`src/hw/rtl/assert_macros.svh`:
```
// assertion macros for the rtl file that checks itself
// both macros expect i_clk and i_rst_n in the scope where they are used
`ifndef ASSERT_MACROS_SVH
`define ASSERT_MACROS_SVH

// same-cycle implication, checked outside reset
`define ASSERT_IMP(lbl, ante, cons, msg) \
    lbl: assert property (@(posedge i_clk) disable iff (!i_rst_n) (ante) |-> (cons)) \
        else $error(msg);

// next-cycle implication, checked outside reset
`define ASSERT_NXT(lbl, ante, cons, msg) \
    lbl: assert property (@(posedge i_clk) disable iff (!i_rst_n) (ante) |=> (cons)) \
        else $error(msg);

`endif

```
`src/hw/rtl/sjf_pkg.sv`:
```
// shared types, field widths and controller/datapath interface structs
// for the shortest job first scheduler; no dependencies
`default_nettype none

package sjf_pkg;

    localparam int DEF_MAX_PROCS  = 32;
    localparam int DEF_BURST_BITS = 16;

    localparam int ID_W      = 8;
    localparam int BURST_IO_W = 16;
    localparam int CT_W      = 21;
    localparam int AVG_W     = 29;
    localparam int FRAC_BITS = 8;

    localparam int IN_TDATA_W  = 24;   // id, burst
    localparam int OUT_FIELD_W = ID_W + BURST_IO_W + CT_W + AVG_W;
    localparam int OUT_TDATA_W = ((OUT_FIELD_W + 7) / 8) * 8;

    typedef logic [ID_W-1:0]       t_id;
    typedef logic [BURST_IO_W-1:0] t_burst_io;
    typedef logic [CT_W-1:0]       t_ct;
    typedef logic [AVG_W-1:0]      t_avg;

    // controller to datapath
    typedef struct packed {
        logic load;       // capture incoming record, pos = count
        logic drop;       // store full, flag the batch
        logic probe_rd;   // read entry pos-1
        logic put_new;    // write new record at pos, count++
        logic shift;      // move entry pos-1 up to pos, pos--
        logic emit_rd;    // read entry k
        logic emit_acc;   // accumulate completion and sum
        logic div_start;  // start the average division
        logic out_load;   // fill the output register, k++
        logic batch_clr;  // clear batch state
    } t_cmd;

    // datapath to controller
    typedef struct packed {
        logic full;
        logic pos_zero;
        logic pos_one;
        logic shift_gt;
        logic last_in;
        logic final_k;
        logic out_busy;
        logic div_done;
    } t_sts;

endpackage

`default_nettype wire

```
`src/hw/rtl/shortest_job_first_scheduler.sv`:
```
// Non-preemptive shortest job first scheduler.
// Input stream s_axis: one process record per transfer, tdata[7:0] process id,
// tdata[23:8] burst time, tlast on the final record of a batch.
// Output stream m_axis: one transfer per stored process in run order (ascending
// burst, ties in arrival order). tdata carries id, burst, completion time and,
// on the final transfer only, the mean turnaround in fixed point with 8 fraction bits.
// tuser is set on every result of a batch that lost records to a full store.
// Each record is inserted by a shift walk over the store memory, one entry per
// cycle, through the one read port and one write port of the store. After tlast,
// results leave one at a time through the read, accumulate and output states,
// paused by receiver stall; the last one also waits for the divider.
// s_axis_tready stays low until the batch has been emitted; a new batch
// may load while the final result still waits in the output register.
// A stalled receiver holds the output register and pauses emission.
// Reset (synchronous, active low) empties the batch and drops any pending
// result; the store memory itself is not cleared.
`default_nettype none
`include "assert_macros.svh"

module shortest_job_first_scheduler #(
    parameter int MAX_PROCS  = sjf_pkg::DEF_MAX_PROCS,
    parameter int BURST_BITS = sjf_pkg::DEF_BURST_BITS
) (
    input  wire logic                            i_clk,
    input  wire logic                            i_rst_n,
    input  wire logic                            s_axis_tvalid,
    output logic                                 s_axis_tready,
    // [7:0] process_id, [23:8] burst_time
    input  wire logic [sjf_pkg::IN_TDATA_W-1:0]  s_axis_tdata,
    input  wire logic                            s_axis_tlast,
    output logic                                 m_axis_tvalid,
    input  wire logic                            m_axis_tready,
    // [7:0] run_id, [23:8] run_burst, [44:24] completion_time,
    // [73:45] average_turnaround, [79:74] zero
    output logic      [sjf_pkg::OUT_TDATA_W-1:0] m_axis_tdata,
    // [0] overflow
    output logic                                 m_axis_tuser,
    output logic                                 m_axis_tlast
);

    sjf_pkg::t_cmd w_cmd;
    sjf_pkg::t_sts w_sts;

    sjf_ctrl u_ctrl (
        .i_clk      (i_clk),
        .i_rst_n    (i_rst_n),
        .i_in_valid (s_axis_tvalid),
        .o_in_ready (s_axis_tready),
        .i_sts      (w_sts),
        .o_cmd      (w_cmd)
    );

    sjf_dp #(
        .MAX_PROCS  (MAX_PROCS),
        .BURST_BITS (BURST_BITS)
    ) u_dp (
        .i_clk        (i_clk),
        .i_rst_n      (i_rst_n),
        .i_cmd        (w_cmd),
        .o_sts        (w_sts),
        .i_in_tdata   (s_axis_tdata),
        .i_in_tlast   (s_axis_tlast),
        .i_out_tready (m_axis_tready),
        .o_out_tvalid (m_axis_tvalid),
        .o_out_tdata  (m_axis_tdata),
        .o_out_tuser  (m_axis_tuser),
        .o_out_tlast  (m_axis_tlast)
    );

    `ASSERT_IMP(a_no_overwrite, w_cmd.out_load, !m_axis_tvalid, "output register overwritten")
    `ASSERT_NXT(a_div_runs, w_cmd.div_start, !w_sts.div_done, "divider did not start")
    `ASSERT_IMP(a_avg_only_last, m_axis_tvalid && !m_axis_tlast, m_axis_tdata[73:45] == 29'd0,
        "average set on a non-final result")

endmodule

`default_nettype wire

```
`src/hw/rtl/sjf_ram.sv`:
```
// generic simple dual port ram, one write port and one registered read port
// no dependencies
`default_nettype none

module sjf_ram #(
    parameter int WIDTH = 8,
    parameter int DEPTH = 32
) (
    input  wire logic                     i_clk,
    input  wire logic                     i_wr_en,
    input  wire logic [$clog2(DEPTH)-1:0] i_wr_addr,
    input  wire logic [WIDTH-1:0]         i_wr_data,
    input  wire logic                     i_rd_en,
    input  wire logic [$clog2(DEPTH)-1:0] i_rd_addr,
    output logic      [WIDTH-1:0]         o_rd_data
);

    logic [WIDTH-1:0] r_mem [DEPTH];

    always_ff @(posedge i_clk) begin
        if (i_wr_en) begin
            r_mem[i_wr_addr] <= i_wr_data;
        end
        if (i_rd_en) begin
            o_rd_data <= r_mem[i_rd_addr];
        end
    end

endmodule

`default_nettype wire

```
`src/hw/rtl/sjf_div.sv`:
```
// restoring divider, one quotient bit per cycle
// no dependencies
`default_nettype none

module sjf_div #(
    parameter int DIVIDEND_W = 34,
    parameter int DIVISOR_W  = 6
) (
    input  wire logic                  i_clk,
    input  wire logic                  i_rst_n,
    input  wire logic                  i_start,
    input  wire logic [DIVIDEND_W-1:0] i_dividend,
    input  wire logic [DIVISOR_W-1:0]  i_divisor,
    output logic                       o_busy,
    output logic      [DIVIDEND_W-1:0] o_quotient
);

    localparam int CNT_W = $clog2(DIVIDEND_W + 1);

    logic                  r_busy;
    logic [CNT_W-1:0]      r_cnt;
    logic [DIVIDEND_W-1:0] r_quo;
    logic [DIVISOR_W-1:0]  r_rem;
    logic [DIVISOR_W-1:0]  r_dvs;
    logic [DIVISOR_W:0]    rem_sh;
    logic [DIVISOR_W:0]    rem_sub;
    logic                  ge;

    assign rem_sh  = {r_rem, r_quo[DIVIDEND_W-1]};
    assign rem_sub = rem_sh - {1'b0, r_dvs};
    assign ge      = (rem_sh >= {1'b0, r_dvs});

    always_ff @(posedge i_clk) begin
        if (!i_rst_n) begin
            r_busy <= 1'b0;
            r_cnt  <= '0;
        end else if (i_start) begin
            r_busy <= 1'b1;
            r_cnt  <= CNT_W'(DIVIDEND_W);
        end else if (r_busy) begin
            r_cnt  <= r_cnt - CNT_W'(1);
            r_busy <= (r_cnt != CNT_W'(1));
        end
    end

    always_ff @(posedge i_clk) begin
        if (i_start) begin
            r_quo <= i_dividend;
            r_rem <= '0;
            r_dvs <= i_divisor;
        end else if (r_busy) begin
            r_quo <= {r_quo[DIVIDEND_W-2:0], ge};
            r_rem <= ge ? rem_sub[DIVISOR_W-1:0] : rem_sh[DIVISOR_W-1:0];
        end
    end

    assign o_busy     = r_busy;
    assign o_quotient = r_quo;

endmodule

`default_nettype wire

```
`src/hw/rtl/sjf_dp.sv`:
```
// datapath: sorted record store, completion and turnaround accumulators,
// average divider and output register; uses sjf_pkg, sjf_ram, sjf_div
`default_nettype none

module sjf_dp #(
    parameter int MAX_PROCS  = sjf_pkg::DEF_MAX_PROCS,
    parameter int BURST_BITS = sjf_pkg::DEF_BURST_BITS
) (
    input  wire logic                             i_clk,
    input  wire logic                             i_rst_n,
    input  wire sjf_pkg::t_cmd                    i_cmd,
    output sjf_pkg::t_sts                         o_sts,
    input  wire logic [sjf_pkg::IN_TDATA_W-1:0]   i_in_tdata,
    input  wire logic                             i_in_tlast,
    input  wire logic                             i_out_tready,
    output logic                                  o_out_tvalid,
    output logic      [sjf_pkg::OUT_TDATA_W-1:0]  o_out_tdata,
    output logic                                  o_out_tuser,
    output logic                                  o_out_tlast
);

    localparam int CNT_W = $clog2(MAX_PROCS + 1);
    localparam int AW    = $clog2(MAX_PROCS);
    localparam int CW    = BURST_BITS + CNT_W;
    localparam int SW    = CW + CNT_W;
    localparam int DW    = SW + sjf_pkg::FRAC_BITS;
    localparam int EW    = sjf_pkg::ID_W + BURST_BITS;
    localparam int PAD_W = sjf_pkg::OUT_TDATA_W - sjf_pkg::OUT_FIELD_W;

    typedef logic [BURST_BITS-1:0] t_burst;

    sjf_pkg::t_id        r_id_in;
    t_burst              r_burst_in;
    logic                r_last_in;
    logic [CNT_W-1:0]    r_count;
    logic                r_dropped;
    logic [CNT_W-1:0]    r_pos;
    logic [CNT_W-1:0]    r_k;
    logic [CW-1:0]       r_compl;
    logic [SW-1:0]       r_sum;

    logic                r_out_valid;
    sjf_pkg::t_id        r_out_id;
    sjf_pkg::t_burst_io  r_out_burst;
    sjf_pkg::t_ct        r_out_ct;
    sjf_pkg::t_avg       r_out_avg;
    logic                r_out_ovf;
    logic                r_out_last;

    logic                wr_en;
    logic [AW-1:0]       wr_addr;
    logic [EW-1:0]       wr_data;
    logic                rd_en;
    logic [AW-1:0]       rd_addr;
    logic [EW-1:0]       rd_data;
    sjf_pkg::t_id        rd_id;
    t_burst              rd_burst;
    logic [CW-1:0]       compl_next;
    logic                final_k;
    logic                div_busy;
    logic [DW-1:0]       quotient;

    assign rd_id    = rd_data[sjf_pkg::ID_W-1:0];
    assign rd_burst = rd_data[EW-1:sjf_pkg::ID_W];

    assign final_k    = ((r_k + CNT_W'(1)) == r_count);
    assign compl_next = r_compl + CW'(rd_burst);

    // store port steering: the shift walk reads pos-2 while writing pos
    assign wr_en   = i_cmd.put_new | i_cmd.shift;
    assign wr_addr = AW'(r_pos);
    assign wr_data = i_cmd.put_new ? {r_burst_in, r_id_in} : rd_data;
    assign rd_en   = i_cmd.probe_rd | i_cmd.emit_rd | (i_cmd.shift & (r_pos > CNT_W'(1)));

    always_comb begin
        if (i_cmd.emit_rd) begin
            rd_addr = AW'(r_k);
        end else if (i_cmd.probe_rd) begin
            rd_addr = AW'(r_pos - CNT_W'(1));
        end else begin
            rd_addr = AW'(r_pos - CNT_W'(2));
        end
    end

    sjf_ram #(
        .WIDTH (EW),
        .DEPTH (MAX_PROCS)
    ) u_store (
        .i_clk     (i_clk),
        .i_wr_en   (wr_en),
        .i_wr_addr (wr_addr),
        .i_wr_data (wr_data),
        .i_rd_en   (rd_en),
        .i_rd_addr (rd_addr),
        .o_rd_data (rd_data)
    );

    sjf_div #(
        .DIVIDEND_W (DW),
        .DIVISOR_W  (CNT_W)
    ) u_div (
        .i_clk      (i_clk),
        .i_rst_n    (i_rst_n),
        .i_start    (i_cmd.div_start),
        .i_dividend ({r_sum, {sjf_pkg::FRAC_BITS{1'b0}}}),
        .i_divisor  (r_count),
        .o_busy     (div_busy),
        .o_quotient (quotient)
    );

    // batch control state
    always_ff @(posedge i_clk) begin
        if (!i_rst_n) begin
            r_count   <= '0;
            r_dropped <= 1'b0;
            r_pos     <= '0;
            r_k       <= '0;
            r_compl   <= '0;
            r_sum     <= '0;
        end else begin
            if (i_cmd.load) begin
                r_pos <= r_count;
            end else if (i_cmd.shift) begin
                r_pos <= r_pos - CNT_W'(1);
            end
            if (i_cmd.put_new) begin
                r_count <= r_count + CNT_W'(1);
            end
            if (i_cmd.drop) begin
                r_dropped <= 1'b1;
            end
            if (i_cmd.emit_acc) begin
                r_compl <= compl_next;
                r_sum   <= r_sum + SW'(compl_next);
            end
            if (i_cmd.out_load && !i_cmd.batch_clr) begin
                r_k <= r_k + CNT_W'(1);
            end
            if (i_cmd.batch_clr) begin
                r_count   <= '0;
                r_dropped <= 1'b0;
                r_k       <= '0;
                r_compl   <= '0;
                r_sum     <= '0;
            end
        end
    end

    always_ff @(posedge i_clk) begin
        if (i_cmd.load) begin
            r_id_in    <= i_in_tdata[sjf_pkg::ID_W-1:0];
            r_burst_in <= t_burst'(i_in_tdata[sjf_pkg::IN_TDATA_W-1:sjf_pkg::ID_W]);
            r_last_in  <= i_in_tlast;
        end
    end

    // output register
    always_ff @(posedge i_clk) begin
        if (!i_rst_n) begin
            r_out_valid <= 1'b0;
        end else if (i_cmd.out_load) begin
            r_out_valid <= 1'b1;
        end else if (i_out_tready) begin
            r_out_valid <= 1'b0;
        end
    end

    always_ff @(posedge i_clk) begin
        if (i_cmd.out_load) begin
            r_out_id    <= rd_id;
            r_out_burst <= sjf_pkg::t_burst_io'(rd_burst);
            r_out_ct    <= sjf_pkg::t_ct'(r_compl);
            r_out_avg   <= final_k ? sjf_pkg::t_avg'(quotient) : '0;
            r_out_ovf   <= r_dropped;
            r_out_last  <= final_k;
        end
    end

    assign o_out_tvalid = r_out_valid;
    assign o_out_tdata  = {{PAD_W{1'b0}}, r_out_avg, r_out_ct, r_out_burst, r_out_id};
    assign o_out_tuser  = r_out_ovf;
    assign o_out_tlast  = r_out_last;

    always_comb begin
        o_sts          = '0;
        o_sts.full     = (r_count == CNT_W'(MAX_PROCS));
        o_sts.pos_zero = (r_pos == '0);
        o_sts.pos_one  = (r_pos == CNT_W'(1));
        o_sts.shift_gt = (rd_burst > r_burst_in);
        o_sts.last_in  = r_last_in;
        o_sts.final_k  = final_k;
        o_sts.out_busy = r_out_valid;
        o_sts.div_done = !div_busy;
    end

endmodule

`default_nettype wire

```
`src/hw/rtl/sjf_ctrl.sv`:
```
// controller: sequences record insertion, result emission and averaging
// uses sjf_pkg
`default_nettype none

module sjf_ctrl (
    input  wire logic          i_clk,
    input  wire logic          i_rst_n,
    input  wire logic          i_in_valid,
    output logic               o_in_ready,
    input  wire sjf_pkg::t_sts i_sts,
    output sjf_pkg::t_cmd      o_cmd
);

    localparam logic [2:0] S_IDLE      = 3'd0;
    localparam logic [2:0] S_PROBE     = 3'd1;
    localparam logic [2:0] S_SHIFT     = 3'd2;
    localparam logic [2:0] S_RD        = 3'd3;
    localparam logic [2:0] S_ACC       = 3'd4;
    localparam logic [2:0] S_DIV_START = 3'd5;
    localparam logic [2:0] S_DIV_WAIT  = 3'd6;
    localparam logic [2:0] S_OUT       = 3'd7;

    logic [2:0] r_state;
    logic [2:0] n_state;
    logic [2:0] after_insert;

    assign o_in_ready   = (r_state == S_IDLE);
    assign after_insert = i_sts.last_in ? S_RD : S_IDLE;

    always_comb begin
        o_cmd   = '0;
        n_state = r_state;
        unique case (r_state)
            S_IDLE: begin
                if (i_in_valid) begin
                    o_cmd.load = 1'b1;
                    n_state    = S_PROBE;
                end
            end
            S_PROBE: begin
                if (i_sts.full) begin
                    o_cmd.drop = 1'b1;
                    n_state    = after_insert;
                end else if (i_sts.pos_zero) begin
                    o_cmd.put_new = 1'b1;
                    n_state       = after_insert;
                end else begin
                    o_cmd.probe_rd = 1'b1;
                    n_state        = S_SHIFT;
                end
            end
            S_SHIFT: begin
                // equal bursts stay ahead, so only strictly larger ones move
                if (i_sts.shift_gt) begin
                    o_cmd.shift = 1'b1;
                    n_state     = i_sts.pos_one ? S_PROBE : S_SHIFT;
                end else begin
                    o_cmd.put_new = 1'b1;
                    n_state       = after_insert;
                end
            end
            S_RD: begin
                if (!i_sts.out_busy) begin
                    o_cmd.emit_rd = 1'b1;
                    n_state       = S_ACC;
                end
            end
            S_ACC: begin
                o_cmd.emit_acc = 1'b1;
                n_state        = i_sts.final_k ? S_DIV_START : S_OUT;
            end
            S_DIV_START: begin
                o_cmd.div_start = 1'b1;
                n_state         = S_DIV_WAIT;
            end
            S_DIV_WAIT: begin
                if (i_sts.div_done) begin
                    n_state = S_OUT;
                end
            end
            S_OUT: begin
                o_cmd.out_load = 1'b1;
                if (i_sts.final_k) begin
                    o_cmd.batch_clr = 1'b1;
                    n_state         = S_IDLE;
                end else begin
                    n_state = S_RD;
                end
            end
            default: begin
                n_state = S_IDLE;
            end
        endcase
    end

    always_ff @(posedge i_clk) begin
        if (!i_rst_n) begin
            r_state <= S_IDLE;
        end else begin
            r_state <= n_state;
        end
    end

endmodule

`default_nettype wire

```
`config.mk`:
```
export PLATFORM = sky130hd
export DESIGN_NAME = shortest_job_first_scheduler
export DESIGN_NICKNAME = d
export VERILOG_FILES = /design/src/hw/rtl/sjf_pkg.sv /design/src/hw/rtl/shortest_job_first_scheduler.sv /design/src/hw/rtl/sjf_ram.sv /design/src/hw/rtl/sjf_div.sv /design/src/hw/rtl/sjf_dp.sv /design/src/hw/rtl/sjf_ctrl.sv
export VERILOG_INCLUDE_DIRS = /design/src /design/src/hw/rtl
export SDC_FILE = /design/constraint.sdc
export NUM_CORES = 1
export LEC_CHECK = 0
export ABC_AREA = 0
export BUFFER_PORTS_ARGS = -buffer_cell sky130_fd_sc_hd__buf_2
export CAP_MARGIN = 20
export CORE_MARGIN = 1.5
export CORE_UTILIZATION = 40
export CTS_BUF_LIST = sky130_fd_sc_hd__clkbuf_4 sky130_fd_sc_hd__clkbuf_8
export DETAILED_ROUTE_END_ITERATION = 10
export GPL_ROUTABILITY_DRIVEN = 0
export SLEW_MARGIN = 30
export SYNTH_ARGS = -nofsm -noshare
export SYNTH_HDL_FRONTEND = slang
export SYNTH_SLANG_ARGS = --single-unit
```
`constraint.sdc`:
```
create_clock -name i_clk -period 4.35 [get_ports i_clk]
set_input_delay 0.6525 -clock i_clk [delete_from_list [all_inputs] [get_ports i_clk]]
set_output_delay 0.6525 -clock i_clk [all_outputs]
set_load 0.02 [all_outputs]
```
Yosys cells after proc, flatten, opt, wreduce, memory -nomap -nowiden. Memory sizes are Yosys's and may differ from the RTL's. A register that Yosys moved wholly into a read port is not among the register bits. Index checks and enable logic that the tools add are counted.

Muxes and demuxes: 44. Order comparisons: 3. Reductions and logical operators: 10. Add/sub/neg operators: 8. Equal/unequal tests: 14. Bitwise logic cells: 5.

Operator list (count): 36-bit 2-to-1 mux (2); 6-bit 2-to-1 mux (5); 28-bit by 22-bit adder with 28-bit output (1); 24-bit 2-to-1 mux (1); 3-bit case mux with 8 select lines (1); 22-bit by 16-bit adder with 22-bit output (1); 1-bit 2-to-1 mux (19); 3-bit 2-to-1 mux (6); 16-bit greater-than comparator (1); 2-bit 2-to-1 mux (7); 6-bit by 1-bit adder with 6-bit output, second input constant (2); 3-bit == test, second input constant (4); 6-bit by 1-bit subtractor with 6-bit output, second input constant (2); 5-bit 2-to-1 mux (2); 7-bit by 6-bit >= comparator with 1-bit output (1); 3-bit by 2-bit == test with 1-bit output, second input constant (2); 6-bit by 1-bit == test with 1-bit output, second input constant (1); 6-bit == test (1); 6-bit == test, second input constant (1); 6-bit by 1-bit greater-than comparator with 1-bit output, second input constant (1); 6-bit zero test (1); 2-bit inequality test, second input constant (3); 6-bit by 1-bit inequality test with 1-bit output, second input constant (1); 2-bit nonzero test (3); 12 further kinds (15).

Word-level logic and storage cells: 109. Input port bits: 29. Bits in writable memories: 768. Memories kept: 1. Bits in registers: 229. Output and inout bits: 84.

Memory list: u_dp.u_store.r_mem (depth 32, width 24, read ports 1, clocked after memory_dff 1, wr ports 1, RTL line sjf_ram.sv:18) `logic [WIDTH-1:0] r_mem [DEPTH];`.

Logic depth before layout (Yosys ltp).
Depth after elaboration: 7. Mapped depth: 19. Depth with buffers taken out: 19.

Cells and area by module. Synthesis repeated with hierarchy kept, for this count alone.

Cell total of the unflattened synthesis: 2824. Area total of the unflattened synthesis: 42833.6 sq um.

Modules (own cells, without submodules): sjf_ram (sequential area each 23782.8 sq um, cells each 1711, area each 30723.2 sq um, instances 1); sjf_dp (sequential area each 4434.3 sq um, cells each 867, area each 9166.3 sq um, instances 1); sjf_div (sequential area each 1521.5 sq um, cells each 192, area each 2596.2 sq um, instances 1); sjf_ctrl (sequential area each 60.1 sq um, cells each 54, area each 347.8 sq um, instances 1).

Worst setup path before layout. No wires, ideal clock.

Kind: register to register. Start: reg u_dp.u_store.o_rd_data[8] (read register of u_dp.u_store.r_mem). End: reg u_dp.r_sum[24]. Buffers on the path: 0. Data required time: 4218 ps. Setup time: 132 ps. Arrival time: 3855 ps. Slack: 363 ps. Stages on the path, launching flop included: 19. Period minus slack after synthesis: 3987 ps. Cells stage by stage: edfxtp_1 > ha_1 > inv_1 > fa_1 > nor2b_1 > o31a_1 > o21ai_0 > a31o_2 > o2111ai_1 > a21oi_1 > nor2_1 > xor2_1 > ha_1 > a21o_1 > a21o_1 > a2111oi_0 > o31a_1 > or3_1 > a21oi_1.

Cells in the longest elaborated chain, start to end: 2.

RTL lines: from (decl) (RTL line sjf_ram.sv:15) `output logic [WIDTH-1:0] o_rd_data`; 22-bit by 16-bit adder with 22-bit output (RTL line sjf_dp.sv:67) `assign compl_next = r_compl + CW'(rd_burst);`; via u_dp.compl_next[18] (RTL line sjf_dp.sv:58) `logic [CW-1:0] compl_next;`; 28-bit by 22-bit adder with 28-bit output (RTL line sjf_dp.sv:134) `r_sum <= r_sum + SW'(compl_next);`; to (signal assigned) (RTL line sjf_dp.sv:134); to (decl) (RTL line sjf_dp.sv:40) `logic [SW-1:0] r_sum;`.

The timed path passes the listed nets, and every way through them passes these cells. A chain may end at the register's enable or synchronous reset.

Final worst setup path.
Start: reg u_dp.u_store.o_rd_data[13] (read register of u_dp.u_store.r_mem). End: mem u_dp.u_store.r_mem[3][13] (netlist bit), data pin.

Cells in the longest elaborated chain, start to end: 4.

RTL lines: 16-bit greater-than comparator (RTL line sjf_dp.sv:189) `o_sts.shift_gt = (rd_burst > r_burst_in);`; 1-bit 2-to-1 mux (RTL line sjf_ctrl.sv:54) `if (i_sts.shift_gt) begin`; 1-bit case mux with 2 select lines (RTL line sjf_ctrl.sv:33) `unique case (r_state)`; 24-bit 2-to-1 mux (*) (RTL line sjf_dp.sv:72) `assign wr_data = i_cmd.put_new ? {r_burst_in, r_id_in} : rd_data;`; via u_dp.u_store.i_wr_data[13] (RTL line sjf_ram.sv:12) `input wire logic [WIDTH-1:0] i_wr_data,`; to (decl) (RTL line sjf_ram.sv:18).

The timed path passes the listed nets; every way through them passes the cells marked *.

==> flow_metrics.env <==
export IMPL_cp_slowest_cell="a21oi_4"
export IMPL_clock_latency_ns=0.84
export IMPL_worstPathCellList="buf_4, ha_1, nand4_1, o21bai_1, a21o_1, a21o_1, a21oi_4, buf_12, mux2_2"
export IMPL_grt_first_pass_wirelength_um=168000
export IMPL_drtAntennaViolNets=0
export IMPL_die_h_um=331
export IMPL_track_usage_pct=20.9
export IMPL_die_x_um=331
export IMPL_finalSetupViolations=0
export IMPL_slowest_delay_ns=0.84
export IMPL_grt_max_degree=72
export IMPL_power_density_nw_per_um2=716
export IMPL_cap_violations=0
export IMPL_cts_sinks=1021
export IMPL_dieArea_um2=110000
export IMPL_synth_top_area_share_pct=64.7
export IMPL_min_path_type="in -> reg"
export IMPL_syn_inst=3145
export IMPL_clk_pin_slew_ns=0.06
export IMPL_synth_flop_cell="edfxtp_1"
export IMPL_antenna_found_initial=3
export IMPL_fp_coreArea_um2=107000
export IMPL_numCtsBuffers=167
export IMPL_slew_viol_final=0
export IMPL_dr_pass1_iters=5
export IMPL_cp_required_ns=4.80
export IMPL_synth_edf_count=927
export IMPL_vias_per_cell=5.43
export IMPL_crit_arrival_ns=4.55
export IMPL_routed_wl_um=115000
export IMPL_worstMarginPinSlew_ns=1.05
export IMPL_post_cts_buffers=0
export IMPL_cts_path_max_buffers=3
export IMPL_cp_max_fo=32
export IMPL_first_iter_violations=2573
export IMPL_critPathCaptureType="flip-flop"
export IMPL_synth_area_top_cells="edfxtp_1 65%, mux2i_1 7.2%, nand2_1 4.8%, dfxtp_1 4.4%, nand3_1 2.9%"
export IMPL_setup_slack_ns=0.257
export IMPL_status="finished, final reports clean"
export IMPL_ys_warn_count=0
export IMPL_cp_start_kind="flip-flop"
export IMPL_portBuffers=106
export IMPL_cts_tree="done"
export IMPL_start_util_pct=40.3
export IMPL_rsz0062_at_grt="no"
export IMPL_period_needed_ns=4.09
export IMPL_ys_async_sr_fraction_pct=0
export IMPL_wire_per_inst_um=23.2
export IMPL_cts_root_buffer="clkbuf_8"
export IMPL_htree_levels=4
export IMPL_synth_cell_types=73
export IMPL_drive_gt1_share_pct=17.2
export IMPL_finalSetupTns_ns=0
export IMPL_synth_avg_cell_area_um2=13.7
export IMPL_rows=120
export IMPL_cpMostUsedCell="a21o_1"
export IMPL_synth_top_area_cell="edfxtp_1"
export IMPL_drc=0
export IMPL_power_leakage_nw=18.8
export IMPL_hold_violations=0
export IMPL_irDropWorstVdd_v=0.000404
export IMPL_slew_headroom_pct=30.1
export IMPL_crit_type="reg -> reg"
export IMPL_p_total_w=0.0357
export IMPL_finClkSkew_ns=0.0427
export IMPL_fmax_mhz=244
export IMPL_finalCritPeriodShare_pct=94.1
export IMPL_grt_overflow_total=0
export IMPL_num_vias=26900
export IMPL_nets=3530
export IMPL_synth_seq_cells=1021
export IMPL_syn_area_um2=43000
export IMPL_grt_pass1_vias=25800
export IMPL_seq_area_frac_synth_pct=69.0
export IMPL_dp_hpwl_um=67100
export IMPL_syn_to_final_growth_pct=15.6
export IMPL_pre_cts_slack_ns=0.111
export IMPL_io_pins=113
[layout by cell type, fill, tap and decap left out, types with 75 or more instances in the layout]
cell type and count:
edfxtp_1 927, nand3_1 245, mux2i_1 308, nand2_1 551, buf_2 106, a32oi_1 92
clkbuf_8 173, nor2_1 75, a21oi_1 76, dfxtp_1 93, buf_4 122
[cell type report]
class / instances / area [µm²]
multi-input cells: 1895 / 12600
repair buffers: 282 / 2320
clock inverters: 73 / 454
fillers: 9494 / 57100
diodes: 1 / 2.50
inverters: 60 / 228
clock buffers: 222 / 2750
well taps: 1403 / 1760
flip-flops and latches: 1021 / 29700
[flip-flops by register name (all words and copies together), names as in the netlist, 8 cells and up]
signal	cells
u_dp.r_out_burst	16
u_dp.r_compl	22
u_dp.u_store.o_rd_data	24
u_dp.r_out_ct	21
u_dp.r_burst_in	16
u_dp.u_div.o_quotient	36
u_dp.r_id_in	8
u_dp.r_out_id	8
u_dp.r_sum	28
u_dp.r_out_avg	29
u_dp.u_store.r_mem	768
[metrics by stage]
stage / area, µm² / cells / util, % / hold slack (ns)
2_1_floorplan: 43100 / 3150 / - / 0.403
6_report: 49800 / 4957 / 46.6 / 0.0795
3_3_place_gp: 46300 / 4639 / 43.3 / 0.438
4_1_cts: 49700 / 4955 / 46.5 / 0.000431
3_5_place_dp: 46300 / 4639 / 43.3 / 0.453
5_1_grt: 49800 / 4957 / 46.6 / 0.0240
[worst max-delay path, delay by kind of cell (launching register included)]
| kind | cells | cell delay [ns] |
|---|---|---|
| flip-flops | 1 | 0.41 |
| multiplexers | 1 | 0.61 |
| AO/OA/AOI/OAI | 4 | 1.68 |
| buffers and inverters | 2 | 0.44 |
| adder cells (fa/ha/maj) | 1 | 0.29 |
| AND/OR/NAND/NOR | 1 | 0.22 |
[path summary, 6_finish.rpt]
kind         slack, ns  depth (start not counted)                   endpoint                  startpoint
max               0.26                          9  u_dp.u_store.r_mem[3][13]  u_dp.u_store.o_rd_data[13]
max reg2reg       0.26                          9  u_dp.u_store.r_mem[3][13]  u_dp.u_store.o_rd_data[13]
min reg2reg       0.47                          0           u_dp.r_out_ct[5]             u_dp.r_compl[5]
min               0.08                          1             u_dp.r_last_in                s_axis_tlast
[kinds of logic (layout without fill, tap and decap cells)]
kind of cell / Yosys count / in the layout / synth area share (%)
buffers and inverters: 234 / 637 / 2.68
AND/OR/NAND/NOR: 1085 / 1085 / 11.3
other: 1 / 7 / 0.00871
AO/OA/AOI/OAI: 336 / 336 / 5.67
flip-flops: 1021 / 1021 / 69.0
XOR/XNOR: 61 / 61 / 1.24
multiplexers: 333 / 333 / 7.82
adder cells (fa/ha/maj): 74 / 74 / 2.20
[power by group]
group	leakage [nW]	total [W]	internal (W)	switching (W)
Sequential	9.13	0.0137	0.0134	0.000357
Combinational	8.00	0.0138	0.00444	0.00933
Clock	1.70	0.00814	0.00430	0.00384
[repair_timing]
action | CTS | global route
hold endpoints to repair | 21 | 0
hold buffers | 21 | 0
setup endpoints to repair | 0 | 10
gates resized for setup | 0 | 12
[layer usage]
layer | global-route usage, % | up-vias | routed length, µm
li1 | - | 12400 | -
met1 | 29.1 | 13400 | 50500
met2 | 33.2 | 992 | 54000
met3 | 3.72 | 183 | 7870
met4 | 6.32 | 0 | 2760
met5 | 0 | - | 0
[cell usage after synthesis, types with 6 or more instances]
| master | instances |
|---|---|
| nor3_1 | 21 |
| xnor2_1 | 40 |
| and2_1 | 38 |
| a21o_1 | 16 |
| dfxtp_1 | 94 |
| xor2_1 | 21 |
| a31oi_1 | 11 |
| o211ai_1 | 9 |
| a32oi_1 | 92 |
| nand4_1 | 42 |
| nand3_1 | 246 |
| buf_4 | 9 |
| nor2b_1 | 6 |
| buf_1 | 9 |
| ha_1 | 71 |
| mux2_2 | 23 |
| nor2_1 | 110 |
| inv_1 | 59 |
| or3_1 | 11 |
| buf_2 | 43 |
| o21a_1 | 11 |
| nand2b_1 | 15 |
| mux2i_1 | 309 |
| clkbuf_1 | 88 |
| a211oi_1 | 28 |
| edfxtp_1 | 927 |
| a2111oi_0 | 9 |
| o21ai_0 | 37 |
| buf_6 | 25 |
| and3_1 | 15 |
| a21oi_1 | 79 |
| nand2_1 | 552 |
No activity file was read; power rests on OpenSTA's default activity.
